<file path="src/rtl/core/msqd_pkg.sv">
// Shared types, constants and field layout for the multi-server queue dispatcher.
package msqd_pkg;

  localparam int MAX_SERVERS_DEF = 4;
  localparam int QUEUE_DEPTH_DEF = 16;
  localparam int TAG_SPAN        = 26;
  localparam int LEN_SLOTS       = 4;

  // configuration port
  localparam int CFG_IDX_W  = 2;
  localparam int CFG_DATA_W = 16;

  typedef enum logic [CFG_IDX_W-1:0] {
    CFG_SERVER_COUNT = 2'd0,
    CFG_QUEUE_LIMIT  = 2'd1,
    CFG_STOP_TIME    = 2'd2
  } cfg_reg_t;

  localparam logic [2:0]  SERVER_COUNT_RST = 3'd4;
  localparam logic [4:0]  QUEUE_LIMIT_RST  = 5'd16;
  localparam logic [15:0] STOP_TIME_RST    = 16'd0;

  // stream payload widths
  localparam int TICK_W  = 16;
  localparam int LEN_W   = 8;
  localparam int ARR_W   = 4;
  localparam int MASK_W  = 4;
  localparam int CNT4_W  = 4;
  localparam int QCNT_W  = 5;
  localparam int TAG_W   = 5;
  localparam int IN_W    = 40;
  localparam int OUT_W   = 48;

  // result field positions in m_tdata
  localparam int O_TICK  = 0;
  localparam int O_FIN   = 16;
  localparam int O_START = 20;
  localparam int O_BUSY  = 24;
  localparam int O_ACC   = 28;
  localparam int O_REJ   = 32;
  localparam int O_QCNT  = 36;
  localparam int O_HEAD  = 41;
  localparam int O_DONE  = 46;

  typedef enum logic [4:0] {
    S_IDLE   = 5'b00001,
    S_ARRIVE = 5'b00010,
    S_COMPL  = 5'b00100,
    S_DISP   = 5'b01000,
    S_DONE   = 5'b10000
  } seq_state_t;

endpackage

</file>
<file path="src/rtl/core/multi_server_queue_dispatcher_unit.sv">
// Multi-server queue dispatcher: one tick per input transfer, one result per tick.
//
// Each input transfer is one simulation tick and yields exactly one result. After the
// transfer the sequencer steps through ARRIVE, COMPL, DISP and DONE; the result is
// loaded into the output register in DONE, held there while the output is stalled,
// and the input is ready again once the sequencer is back in IDLE. The work is done
// by a single 16-bit add/compare unit that the sequencer walks over the servers:
// first the end-time check over every server slot, then dispatch over the servers
// in use.
// Arrivals are admitted in the ARRIVE state. The input is not ready while a tick is in
// work; the output register lets the next tick be taken while a result waits.
// The wait queue holds consecutive tags, so only the head tag and a count are kept.
// Configuration writes are taken at any time but must only be issued while idle.
module multi_server_queue_dispatcher_unit
  import msqd_pkg::*;
#(
  parameter int MAX_SERVERS = MAX_SERVERS_DEF,
  parameter int QUEUE_DEPTH = QUEUE_DEPTH_DEF
) (
  input  logic                  clk,
  input  logic                  rst,
  // s_tdata: arrival_count[3:0], service_len_0[11:4], service_len_1[19:12],
  //          service_len_2[27:20], service_len_3[35:28], zero fill [39:36]
  input  logic                  s_tvalid,
  output logic                  s_tready,
  input  logic [IN_W-1:0]       s_tdata,
  // m_tdata: tick_now[15:0], finished_mask[19:16], started_mask[23:20],
  //          busy_mask[27:24], accepted[31:28], rejected[35:32],
  //          queue_count[40:36], head_tag[45:41], done_res[46], zero fill [47]
  output logic                  m_tvalid,
  input  logic                  m_tready,
  output logic [OUT_W-1:0]      m_tdata,
  input  logic                  cfg_valid,
  output logic                  cfg_ready,
  input  logic [CFG_IDX_W-1:0]  cfg_index,
  input  logic [CFG_DATA_W-1:0] cfg_data
);

  localparam int IDX_W = (MAX_SERVERS > 1) ? $clog2(MAX_SERVERS) : 1;
  localparam int CNT_W = $clog2(QUEUE_DEPTH + 1);
  localparam int AW    = (CNT_W > ARR_W) ? CNT_W : ARR_W;

  // configuration
  logic [2:0]        server_count;
  logic [4:0]        queue_limit;
  logic [TICK_W-1:0] stop_time;

  // simulation state
  seq_state_t            state;
  logic [TICK_W-1:0]     tick_counter;
  logic [MAX_SERVERS-1:0] server_busy;
  logic [TICK_W-1:0]     end_time [MAX_SERVERS];
  logic [CNT_W-1:0]      fifo_count;
  logic [TAG_W-1:0]      tag_counter;
  logic [TAG_W-1:0]      head_tag;

  // per-tick work registers
  logic [ARR_W-1:0]      arrivals;
  logic [LEN_W-1:0]      lens [LEN_SLOTS];
  logic [TICK_W-1:0]     tick_cur;
  logic [IDX_W-1:0]      use_last;
  logic [IDX_W-1:0]      srv_idx;
  logic [MAX_SERVERS-1:0] finished;
  logic [MAX_SERVERS-1:0] started;
  logic [CNT4_W-1:0]     acc;
  logic [CNT4_W-1:0]     rej;

  // output register
  logic [OUT_W-1:0]      out_data;
  logic                  out_valid;

  assign s_tready  = (state == S_IDLE);
  assign cfg_ready = 1'b1;
  assign m_tvalid  = out_valid;
  assign m_tdata   = out_data;

  always_ff @(posedge clk) begin
    if (rst) begin
      server_count <= SERVER_COUNT_RST;
      queue_limit  <= QUEUE_LIMIT_RST;
      stop_time    <= STOP_TIME_RST;
    end else if (cfg_valid) begin
      case (cfg_reg_t'(cfg_index))
        CFG_SERVER_COUNT: server_count <= cfg_data[2:0];
        CFG_QUEUE_LIMIT:  queue_limit  <= cfg_data[4:0];
        CFG_STOP_TIME:    stop_time    <= cfg_data;
        default: ;
      endcase
    end
  end

  // shared 16-bit add/compare unit
  logic [1:0]        len_slot;
  logic [LEN_W-1:0]  len_eff;
  logic [TICK_W-1:0] op_b;
  logic [TICK_W-1:0] unit_sum;
  logic              unit_eq;

  always_comb begin
    len_slot = 2'(srv_idx);
    len_eff  = (lens[len_slot] == '0) ? LEN_W'(1) : lens[len_slot];
    op_b     = (state == S_COMPL) ? end_time[srv_idx] : TICK_W'(len_eff);
    unit_sum = tick_cur + op_b;
    unit_eq  = (tick_cur == op_b);
  end

  // admission for the ARRIVE step
  logic [AW-1:0]      eff_lim;
  logic [AW-1:0]      cnt_x;
  logic [AW-1:0]      room;
  logic [AW-1:0]      arr_x;
  logic [CNT4_W-1:0]  acc_now;
  logic               admit_open;
  logic [TAG_W:0]     tag_sum;
  logic [TAG_W-1:0]   tag_adv;
  logic [TAG_W-1:0]   head_inc;
  logic [IDX_W-1:0]   use_last_now;

  always_comb begin
    eff_lim = (int'(queue_limit) > QUEUE_DEPTH) ? AW'(QUEUE_DEPTH) : AW'(queue_limit);
    cnt_x   = AW'(fifo_count);
    room    = (cnt_x >= eff_lim) ? '0 : eff_lim - cnt_x;
    arr_x   = AW'(arrivals);
    admit_open = (tick_cur < stop_time);
    acc_now = admit_open ? ((arr_x < room) ? arrivals : CNT4_W'(room)) : '0;
    tag_sum = (TAG_W+1)'(tag_counter) + (TAG_W+1)'(acc_now);
    tag_adv = (tag_sum >= (TAG_W+1)'(TAG_SPAN)) ?
              TAG_W'(tag_sum - (TAG_W+1)'(TAG_SPAN)) : TAG_W'(tag_sum);
    head_inc = (head_tag == TAG_W'(TAG_SPAN - 1)) ? '0 : head_tag + TAG_W'(1);
    if (server_count == 3'd0) begin
      use_last_now = '0;
    end else if (int'(server_count) > MAX_SERVERS) begin
      use_last_now = IDX_W'(MAX_SERVERS - 1);
    end else begin
      use_last_now = IDX_W'(server_count - 3'd1);
    end
  end

  logic out_load;
  logic done_now;
  assign out_load = (state == S_DONE) && (!out_valid || m_tready);
  assign done_now = (tick_cur > stop_time) && (server_busy == '0) && (fifo_count == '0);

  always_ff @(posedge clk) begin
    if (rst) begin
      state        <= S_IDLE;
      tick_counter <= '0;
      server_busy  <= '0;
      fifo_count   <= '0;
      tag_counter  <= '0;
      out_valid    <= 1'b0;
    end else begin
      if (out_load) begin
        out_valid <= 1'b1;
      end else if (m_tready) begin
        out_valid <= 1'b0;
      end
      case (state)
        S_IDLE: begin
          if (s_tvalid) begin
            arrivals <= s_tdata[ARR_W-1:0];
            for (int k = 0; k < LEN_SLOTS; k++) begin
              lens[k] <= s_tdata[ARR_W + k*LEN_W +: LEN_W];
            end
            tick_cur <= tick_counter;
            use_last <= use_last_now;
            state    <= S_ARRIVE;
          end
        end
        S_ARRIVE: begin
          acc <= acc_now;
          rej <= admit_open ? arrivals - acc_now : '0;
          fifo_count  <= fifo_count + CNT_W'(acc_now);
          tag_counter <= tag_adv;
          if (fifo_count == '0 && acc_now != '0) begin
            head_tag <= tag_counter;
          end
          finished <= '0;
          started  <= '0;
          srv_idx  <= '0;
          state    <= S_COMPL;
        end
        S_COMPL: begin
          if (server_busy[srv_idx] && unit_eq) begin
            server_busy[srv_idx] <= 1'b0;
            finished[srv_idx]    <= 1'b1;
          end
          if (srv_idx == IDX_W'(MAX_SERVERS - 1)) begin
            srv_idx <= '0;
            state   <= S_DISP;
          end else begin
            srv_idx <= srv_idx + IDX_W'(1);
          end
        end
        S_DISP: begin
          if (!server_busy[srv_idx] && fifo_count != '0) begin
            end_time[srv_idx]    <= unit_sum;
            server_busy[srv_idx] <= 1'b1;
            started[srv_idx]     <= 1'b1;
            fifo_count           <= fifo_count - CNT_W'(1);
            head_tag             <= head_inc;
          end
          if (srv_idx == use_last) begin
            state <= S_DONE;
          end else begin
            srv_idx <= srv_idx + IDX_W'(1);
          end
        end
        S_DONE: begin
          if (out_load) begin
            tick_counter <= tick_cur + TICK_W'(1);
            state        <= S_IDLE;
          end
        end
        default: state <= S_IDLE;
      endcase
    end
  end

  // result word, loaded once per tick
  logic [OUT_W-1:0] out_word;

  always_comb begin
    out_word                      = '0;
    out_word[O_TICK  +: TICK_W]   = tick_cur;
    out_word[O_FIN   +: MASK_W]   = MASK_W'(finished);
    out_word[O_START +: MASK_W]   = MASK_W'(started);
    out_word[O_BUSY  +: MASK_W]   = MASK_W'(server_busy);
    out_word[O_ACC   +: CNT4_W]   = acc;
    out_word[O_REJ   +: CNT4_W]   = rej;
    out_word[O_QCNT  +: QCNT_W]   = QCNT_W'(fifo_count);
    out_word[O_HEAD  +: TAG_W]    = (fifo_count != '0) ? head_tag : '0;
    out_word[O_DONE]              = done_now;
  end

  always_ff @(posedge clk) begin
    if (out_load) begin
      out_data <= out_word;
    end
  end

endmodule

</file>
<file path="config.mk">
export PLATFORM = sky130hd
export DESIGN_NAME = multi_server_queue_dispatcher_unit
export DESIGN_NICKNAME = d
export VERILOG_FILES = /design/src/rtl/core/msqd_pkg.sv /design/src/rtl/core/multi_server_queue_dispatcher_unit.sv
export SDC_FILE = /design/constraint.sdc
export NUM_CORES = 1
export LEC_CHECK = 0
export BUFFER_PORTS_ARGS = -buffer_cell sky130_fd_sc_hd__clkbuf_2
export CORE_MARGIN = 1.5
export CORE_UTILIZATION = 40
export CTS_CLUSTER_SIZE = 25
export DETAILED_ROUTE_END_ITERATION = 7
export PLACE_DENSITY = 0.7
export RECOVER_POWER = 50
export SLEW_MARGIN = 15
export SYNTH_ARGS = -nofsm -noshare
export SYNTH_HDL_FRONTEND = slang
export SYNTH_SLANG_ARGS = --single-unit
</file>
<file path="constraint.sdc">
create_clock -name clk -period 5.6 [get_ports clk]
set_clock_uncertainty 0.15 [all_clocks]
set_input_delay 1.12 -clock clk [delete_from_list [all_inputs] [get_ports clk]]
set_output_delay 1.12 -clock clk [all_outputs]
set_load 0.1 [all_outputs]
</file>
==> results of run 1 <==
## cells by family after synthesis
family | count (synthesis) | synth area share
and+or+nand+nor | 271 | 0.1173
other | 2 | 0.0006562
muxes | 39 | 0.06264
AOI/OAI and AO/OA | 138 | 0.07806
buffers and inverters | 77 | 0.02853
adders and majority gates | 65 | 0.07434
DFF | 250 | 0.6017
xor gates and xnor gates | 48 | 0.03673
## where the power goes
part | switching (mW) | internal (mW) | total, mW
Clock | 0.712 | 1.08 | 1.79
Sequential | 0.0228 | 2.03 | 2.05
Combinational | 0.196 | 0.136 | 0.333
## worst reg2reg max path, delay by kind of cell (launching register included)
| kind | cells | cell delay [ns] |
|---|---|---|
| buffers and inverters | 1 | 0.14 |
| DFF | 1 | 0.41 |
| adders and majority gates | 4 | 1.46 |
| and+or+nand+nor | 6 | 1.13 |
| AOI/OAI and AO/OA | 8 | 1.48 |
| muxes | 1 | 0.30 |
## cell type report
| class | count | area (um^2) |
|---|---|---|
| fill | 2500 | 14600 |
| sequential | 250 | 6889 |
| multi-input combinational | 563 | 4254 |
| clock buffer | 40 | 873.3 |
| clock inverter | 10 | 57.56 |
| inverter | 48 | 180.2 |
| tap | 378 | 473.0 |
| timing repair buffer | 121 | 604.3 |
## metrics by stage
stage | utilization | power, mW | hold WS [ns] | cell area (um^2) | setup WS, ns
6_report | 0.4772 | 4.180 | 0.2671 | 13330 | 0.4251
5_1_grt | 0.4772 | 4.338 | 0.2790 | 13330 | 0.01999
4_1_cts | 0.4785 | 4.215 | 0.2677 | 13370 | 0.2540
3_5_place_dp | 0.4452 | 2.420 | 0.2545 | 12440 | 0.2798
3_3_place_gp | 0.4452 | 2.412 | 0.2537 | 12440 | 0.3431
2_1_floorplan | - | 2.328 | 0.2503 | 11440 | 0.1947
## flip-flops by register name, indices dropped and copies added, names as in the netlist, 5 cells and up, named ones only
register      flops
state             5
queue_limit       5
tag_counter       5
cnt_x             5
m_tdata          47
tick_cur         16
tick_counter     16
end_time         64
head_tag          5
lens             32
stop_time        16
## metal layers
layer  up-vias  wire length, um  GRT usage
met5         -                0          0
met4         0              448    0.04802
met3        33             1556    0.03319
met2       185            10510     0.2568
met1      3478            10790     0.2201
li1       3509                -          -
## placed cells by master (no fill, tap or decap), types with 21 or more instances in the layout
cell type and count:
a21oi_1 50, clkbuf_1 23, clkbuf_16 32, clkbuf_2 92, dfxtp_1 60, edfxtp_1 188
ha_1 60, inv_1 46, mux4_2 25, nand2_1 70, nand3_1 24, nor2_1 82
nor2b_1 21, xnor2_1 29
## what timing repair did
action / CTS / global route
endpoints found under the hold margin: 0 / 0
gates resized for setup: 0 / 3
setup buffers: 0 / 0
endpoints found under the setup margin: 0 / 2
## path summary, 6_finish.rpt
kind	startpoint	to	slack, ns	depth (start not counted)
worst max-delay path	cnt_x[1]$_SDFFE_PP0P_	cnt_x[4]$_SDFFE_PP0P_	0.43	20
worst min-delay path	rej[3]$_SDFFCE_PP0P_	m_tdata[35]$_DFFE_PP_	0.27	0
worst max register to register	cnt_x[1]$_SDFFE_PP0P_	cnt_x[4]$_SDFFE_PP0P_	0.43	20
worst min register to register	rej[3]$_SDFFCE_PP0P_	m_tdata[35]$_DFFE_PP_	0.27	0
==> flow_summary.json, run 1 <==
{
  "status": "finished with violations",
  "violations": "max-capacitance violations, max-slew violations",
  "finalCritPeriodShare": 0.9241,
  "clkTransAtPathRegs_ns": 0.06,
  "synthCells": 890,
  "synthArstFlopShare": 0,
  "worst_slew_pin_slew_ns": 2.946,
  "synth_cell_types": 74,
  "start_util": 0.4097,
  "cts_tree": "yes",
  "cts.sinks": 250,
  "final_cell_count_no_fill": 1410,
  "yosys.area.top_type": "edfxtp_1",
  "core_area_um2": 27930,
  "dr.pass1.iters": 5,
  "clock.fmax_mhz": 193.2,
  "synthTopCellsByCount": "edfxtp_1 (188), nor2_1 (83), nand2_1 (70), dfxtp_1 (62), ha_1 (60)",
  "antenna_left": 0,
  "setup.worst_path.start_class": "flop",
  "synth_area_um2": 11440,
  "clk_latency_ns": 0.53,
  "die_w_um": 172.2,
  "avgRoutedWirePerCell_um": 16.53,
  "critPathCaptureType": "flop",
  "synth_seq_cells": 250,
  "placedCellCount": 1360,
  "antenna_found_initial": 0,
  "die_h_um": 172.2,
  "grt_usage": 0.1605,
  "path_cells": "inv_1, ha_1, nor2b_4, o21ai_0, and3_2, o211ai_1, ha_1, nand3_1, o21a_2, or4_1, a21o_1, ha_1, nand2_1, fa_1, a21o_1, a21oi_2, o21ai_0, a31oi_1, and3b_1, mux2_4",
  "grt_pass1_vias": 7091,
  "routed_wl_um": 23310,
  "min_period_ns": 5.175,
  "ios": 114,
  "grt_first_pass_wirelength_um": 37050,
  "powerDensity_nw_per_um2": 313.6,
  "cp_num_buf_inv": 1,
  "ys_seq_area_frac": 0.6017,
  "synth_edf_count": 188,
  "htree_levels": 1,
  "rows": 61,
  "grt_max_degree": 47,
  "avgSynthCellArea_um2": 12.86,
  "setup_viol": 0,
  "maxCapViolCount": 2,
  "cp.arrival_ns": 5.44,
  "root_buffer": "clkbuf_16",
  "critPathRequiredTime_ns": 5.87,
  "port_buffers": 107,
  "slowest_delay_ns": 0.48,
  "fin_tns_setup_ns": 0,
  "synth_area_leaders": "edfxtp_1 (49%), dfxtp_1 (11%), ha_1 (6.6%), mux4_2 (4.9%), nor2_1 (2.7%)",
  "slew_headroom": -0.9713,
  "overflow": 0,
  "yosysWarnings": 0,
  "rsz0062_at_grt": "false",
  "drt_iter0_markers": 557,
  "viasPerCell": 5.110,
  "hold_viol_final": 0,
  "crit_path_max_fanout": 6,
  "numCtsBuffers": 27,
  "synth_nets": 1018,
  "power_leakage_nw": 4.867,
  "cpMaxStageDelayCell": "fa_1",
  "ctsHoldBuffers": 0,
  "yosys_most_used_dff": "edfxtp_1",
  "syn_to_final_growth_pct": 16.49,
  "vdd_drop_max_uv": 240.6,
  "layout.nets": 1139,
  "clk_path_buf_depth": 3,
  "critPathKind": "reg -> reg",
  "drc_errors": 0,
  "place_congestion": 0.8348,
  "synth_top_area_frac": 0.4933,
  "crit_family": "compound AO/OA/AOI/OAI gates",
  "hp-class": "reg -> reg",
  "num_antenna_cells": 0,
  "cpMostUsedCell": "ha_1",
  "hpwl_um": 16200,
  "yosysMostFrequentCell": "edfxtp_1",
  "dieArea_um2": 29640,
  "via_count": 7205,
  "report.final.slew_viol_count": 71,
  "layout-drive-gt1-share": 0.2006
}
(Power assumes the default switching activity.)
==> inputs of run 2 (changes only) <==
==> constraint.sdc (replaced) <==
create_clock -name clk -period 6.03 [get_ports clk]
set_clock_uncertainty 0.15 [all_clocks]
set_input_delay 1.206 -clock clk [delete_from_list [all_inputs] [get_ports clk]]
set_output_delay 1.206 -clock clk [all_outputs]
set_load 0.1 [all_outputs]
==> run 2 against run 1 <==
The flow still finishes with violations (max-capacitance violations, max-slew violations). Final area decreased by 0.71%. Flip-flop and latch count unchanged. Wire length decreased by 0.69%. Via count decreased by 1.1%. Power decreased by 9.0%. Critical endpoint unchanged. Die area unchanged. Core utilization decreased by 0.34 points. Sequential share of layout area increased by 0.36 points.
==> flow_summary.json, run 2 (synthesis results as in run 1) <==
{
  "hold_viol_final": 0,
  "clk_path_buf_depth": 3,
  "grt_first_pass_wirelength_um": 36580,
  "crit_path_max_fanout": 6,
  "numCtsBuffers": 27,
  "rsz0062_at_grt": "false",
  "layout_commonest_cell": "edfxtp_1",
  "antenna_found_initial": 0,
  "avgRoutedWirePerCell_um": 16.46,
  "viasPerCell": 5.068,
  "dieArea_um2": 29640,
  "drt_iter0_markers": 518,
  "clkTransAtPathRegs_ns": 0.06,
  "hpwl_um": 16230,
  "min_period_ns": 5.375,
  "start_util": 0.4097,
  "ios": 114,
  "cp.arrival_ns": 5.64,
  "regMostFlops": "end_time",
  "violations": "max-capacitance violations, max-slew violations",
  "slew_headroom": -1.141,
  "final_cell_mix": "edfxtp_1 (188), clkbuf_2 (105), nor2_1 (81), nand2_1 (70), dfxtp_1 (61)",
  "critPathKind": "reg -> reg",
  "power_leakage_nw": 4.831,
  "post_cts_buffers": 0,
  "num_antenna_cells": 0,
  "hp-class": "reg -> reg",
  "regToRegSetupSlack_ns": 0.65,
  "via_count": 7126,
  "drc_errors": 0,
  "ctsHoldBuffers": 0,
  "grt_max_degree": 63,
  "cts.sinks": 250,
  "place_congestion": 0.8290,
  "cts_resized": 0,
  "crit_family": "compound AO/OA/AOI/OAI gates",
  "powerDensity_nw_per_um2": 287.5,
  "critPathRequiredTime_ns": 6.30,
  "fin_tns_setup_ns": 0,
  "cpMaxStageDelayCell": "fa_1",
  "maxCapViolCount": 3,
  "cp_num_buf_inv": 2,
  "ff_latch_area_um2": 6888,
  "setup_viol": 0,
  "root_buffer": "clkbuf_16",
  "layout-drive-gt1-share": 0.1994,
  "grt_usage": 0.1579,
  "multi_input_area_um2": 4248,
  "die_h_um": 172.2,
  "fin_hold_ws_ns": 0.2747,
  "clk_latency_ns": 0.54,
  "critPathCaptureType": "flop",
  "rows": 61,
  "clock.fmax_mhz": 186.0,
  "htree_levels": 1,
  "dr.pass1.iters": 5,
  "vdd_drop_max_uv": 199.3,
  "routed_wl_um": 23140,
  "core_area_um2": 27930,
  "path_cells": "nor2b_1, ha_1, and2_2, o211ai_2, and3_1, nor3_1, inv_1, ha_1, a21o_1, a21oi_1, o21a_2, o21ai_0, a21oi_1, inv_1, ha_1, nand2_1, fa_1, a21o_1, a21oi_1, o21ai_0, a31oi_1, and3b_1, mux2_4",
  "finalCritPeriodShare": 0.8914,
  "cts_tree": "yes",
  "largest_reg_flops": 64,
  "die_w_um": 172.2,
  "overflow": 0,
  "grt_pass1_vias": 6865,
  "fillers": 2548,
  "layout.nets": 1135,
  "setup.worst_path.start_class": "flop",
  "syn_to_final_growth_pct": 15.66,
  "port_buffers": 107,
  "status": "finished with violations",
  "report.final.slew_viol_count": 143,
  "final_core_util": 0.4738,
  "worst_slew_pin_slew_ns": 3.211,
  "antenna_left": 0,
  "slowest_delay_ns": 0.48
}
## run 2: cell types whose count changed in the layout (fill, tap and decap cells not counted), moves of 2 or more
| cell | change |
|---|---|
| clkbuf_2 | +13 |
| buf_4 | -5 |
| clkbuf_1 | -5 |
| clkbuf_16 | -5 |
| clkinv_2 | -3 |
| bufinv_16 | +2 |
## run 2: final timing paths
check                                        endpoint  depth (start not counted)                         from
worst min-delay path            m_tdata[30]$_DFFE_PP_                          0             acc[2]$_DFFE_PP_
worst max-delay path            cnt_x[4]$_SDFFE_PP0P_                         23  queue_limit[4]$_SDFFE_PP1P_
worst max register to register  cnt_x[4]$_SDFFE_PP0P_                         23  queue_limit[4]$_SDFFE_PP1P_
worst min register to register  m_tdata[30]$_DFFE_PP_                          0             acc[2]$_DFFE_PP_
## run 2: worst reg2reg max path: cells and delay by family (launching register included)
| kind | cells | cell delay (ns) |
|---|---|---|
| mux | 1 | 0.29 |
| simple gates | 6 | 1.01 |
| compound gates | 10 | 1.72 |
| fa+ha+maj | 4 | 1.41 |
| flops | 1 | 0.42 |
| buf+inv | 2 | 0.22 |
## run 2: final cells by class
type,count,area share
repair buffers,117,0.04452
flip-flops and latches,250,0.5204
clock buffers,41,0.05728
well taps,378,0.03573
clock inverters,9,0.007562
multi-input cells,563,0.3209
inverters,48,0.01361
## run 2: through the flow
step	power (mW)	worst slack, ns	cells	cell area [um^2]
floorplan	2.162	0.6247	890	11440
global placement	2.238	0.7752	1356	12410
finish	3.806	0.6547	1406	13240
CTS	3.842	0.6721	1406	13270
detailed placement	2.247	0.6944	1356	12410
global route	3.940	0.1442	1406	13240
## run 2: metal layers
| metal | GRT usage | vias to the layer above | share of wire |
|---|---|---|---|
| met5 | 0 | - | 0 |
| met4 | 0.04537 | 0 | 0.022 |
| met3 | 0.02747 | 36 | 0.049 |
| met2 | 0.2488 | 156 | 0.45 |
| met1 | 0.2240 | 3425 | 0.48 |
| li1 | - | 3509 | - |
## run 2: power breakdown
part           internal, mW  switching, mW
registers              1.89         0.0219
logic                 0.125          0.179
clock network         0.950          0.643
total                  2.96          0.845
==> inputs of run 3 (changes only) <==
--- a/config.mk
+++ b/config.mk
@@ -6,7 +6,7 @@
 export NUM_CORES = 1
 export LEC_CHECK = 0
 export BUFFER_PORTS_ARGS = -buffer_cell sky130_fd_sc_hd__clkbuf_2
-export CORE_MARGIN = 1.5
+export CORE_MARGIN = 4
 export CORE_UTILIZATION = 40
 export CTS_CLUSTER_SIZE = 25
 export DETAILED_ROUTE_END_ITERATION = 7
==> run 3 against run 2 <==
The flow still finishes with violations (max-capacitance violations, max-slew violations). Clock-buffer cell count fell by 5. First-iteration DRC count fell by 19%. Fmax barely moved. Final cell count barely moved. Core utilization barely moved. Power rose by 2.3%. Wire length rose by 1.8%.
==> flow_summary.json, run 3 (synthesis results as in run 1) <==
{
  "status": "finished with violations",
  "violations": "max-capacitance violations, max-slew violations",
  "vdd_drop_max_uv": 217.3,
  "via_count": 7181,
  "overflow": 0,
  "clk_path_buf_depth": 3,
  "ff_latch_area_um2": 6888,
  "viasPerCell": 5.104,
  "rsz0062_at_grt": "false",
  "cp.arrival_ns": 5.66,
  "wl_met3_um": 1444,
  "start_util": 0.4086,
  "dr_wl_met2_um": 10430,
  "slew_headroom": -0.3890,
  "dp_slack_ns": 0.6667,
  "htree_levels": 1,
  "finalCritPeriodShare": 0.8910,
  "cts_resized": 0,
  "multi_input_area_um2": 4248,
  "fillers": 2509,
  "final_cell_mix": "edfxtp_1 (188), clkbuf_2 (105), nor2_1 (81), nand2_1 (70), dfxtp_1 (61)",
  "layout_commonest_cell": "edfxtp_1",
  "place_congestion": 0.8277,
  "r2r_start": "cnt_x[1]$_SDFFE_PP0P_",
  "grt_pass1_vias": 7162,
  "layout.nets": 1135,
  "grt_usage": 0.1512,
  "clock.fmax_mhz": 186.1,
  "powerDensity_nw_per_um2": 293.2,
  "setup.worst_path.start_class": "flop",
  "ff2ff_path_depth": 21,
  "die_w_um": 177.2,
  "antenna_found_initial": 0,
  "core_area_um2": 28010,
  "port_buffers": 107,
  "root_buffer": "clkbuf_16",
  "holdCritStartpoint": "acc[2]$_DFFE_PP_",
  "hold_viol_final": 0,
  "hold_depth": 0,
  "r2r-end": "cnt_x[4]$_SDFFE_PP0P_",
  "hp-class": "reg -> reg",
  "avgRoutedWirePerCell_um": 16.75,
  "setup_slack_ns": 0.6571,
  "grt_max_degree": 46,
  "regMostFlops": "end_time",
  "critPathKind": "reg -> reg",
  "cts.sinks": 250,
  "critPathCaptureType": "flop",
  "regToRegSetupSlack_ns": 0.66,
  "wl_met1_um": 10950,
  "drc_errors": 0,
  "grt_first_pass_wirelength_um": 37940,
  "min_period_ns": 5.373,
  "drt_iter0_markers": 422,
  "hpwl_um": 16570,
  "syn_to_final_growth_pct": 16.05,
  "report.final.slew_viol_count": 120,
  "largest_reg_flops": 64,
  "dieArea_um2": 31380,
  "num_antenna_cells": 0,
  "dr.pass1.iters": 5,
  "rows": 61,
  "power_leakage_nw": 4.849,
  "clkTransAtPathRegs_ns": 0.06,
  "dr.max_layer_used": "met4",
  "die_h_um": 177.2,
  "cts_tree": "yes",
  "post_cts_buffers": 0,
  "ctsHoldBuffers": 0,
  "maxCapViolCount": 3,
  "antenna_left": 0,
  "fin_tns_setup_ns": 0,
  "layout-drive-gt1-share": 0.2002,
  "numCtsBuffers": 28,
  "routed_wl_um": 23570,
  "crit_path_max_fanout": 6,
  "ios": 114,
  "clk_latency_ns": 0.54,
  "hold_path_end": "m_tdata[30]$_DFFE_PP_",
  "setup_viol": 0,
  "worst_slew_pin_slew_ns": 2.084,
  "critPathRequiredTime_ns": 6.31
}
==> run 3: cell type report <==
| type | count | share of cell area |
|---|---|---|
| inverters | 48 | 0.01357 |
| well taps | 378 | 0.03561 |
| clock buffers | 36 | 0.05662 |
| multi-input cells | 563 | 0.3198 |
| repair buffers | 116 | 0.04352 |
| clock inverters | 16 | 0.01225 |
| flip-flops and latches | 250 | 0.5186 |
==> run 3: critical path, stage by stage, from the launching register on <==
cell,delay (ns)
dfxtp_1,0.40
inv_1,0.13
ha_1,0.34
nor2b_4,0.16
o211ai_2,0.11
and3_1,0.22
nor3_1,0.25
inv_1,0.08
ha_1,0.30
nand3_1,0.09
o21a_2,0.25
or4_1,0.41
a21o_1,0.22
ha_1,0.29
nand2_1,0.09
fa_1,0.49
a21o_1,0.18
a21oi_1,0.32
o21ai_0,0.12
a31oi_1,0.16
and3b_1,0.20
mux2_4,0.29
==> run 3: worst max path at each step <==
stage                                      from                     to  slack (ns)
finish                    cnt_x[1]$_SDFFE_PP0P_  cnt_x[4]$_SDFFE_PP0P_        0.66
detailed placement        cnt_x[1]$_SDFFE_PP0P_  cnt_x[4]$_SDFFE_PP0P_        0.67
global placement    queue_limit[4]$_SDFFE_PP1P_  cnt_x[4]$_SDFFE_PP0P_        0.75
floorplan                 state[2]$_SDFFE_PP0P_   lens[0][0]$_DFFE_PP_        0.62
global route              cnt_x[1]$_SDFFE_PP0P_  cnt_x[4]$_SDFFE_PP0P_        0.13
CTS                       cnt_x[1]$_SDFFE_PP0P_  cnt_x[4]$_SDFFE_PP0P_        0.64
==> run 3: routing by layer <==
| metal | global-route usage | vias up |
|---|---|---|
| met4 | 0.05029 | 0 |
| met1 | 0.2152 | 3455 |
| met2 | 0.2328 | 178 |
| li1 | - | 3505 |
| met3 | 0.03098 | 43 |
| met5 | 0 | - |
==> run 3: through the flow <==
stage / hold slack, ns / cell area (um^2) / std cells / total power [mW] / utilization
global route: 0.2748 / 13280 / 1407 / 4.048 / 0.4742
finish: 0.2685 / 13280 / 1407 / 3.894 / 0.4742
detailed placement: 0.2556 / 12400 / 1355 / 2.248 / 0.4427
global placement: 0.2528 / 12400 / 1355 / 2.238 / 0.4427
CTS: 0.2662 / 13310 / 1407 / 3.929 / 0.4753
floorplan: 0.2503 / 11440 / 890 / 2.162 / -
==> run 3: where the power goes <==
group          internal [mW]  switching (mW)  total, mW
Sequential              1.89          0.0225       1.91
Clock                   1.01           0.673       1.68
Combinational          0.125           0.180      0.305
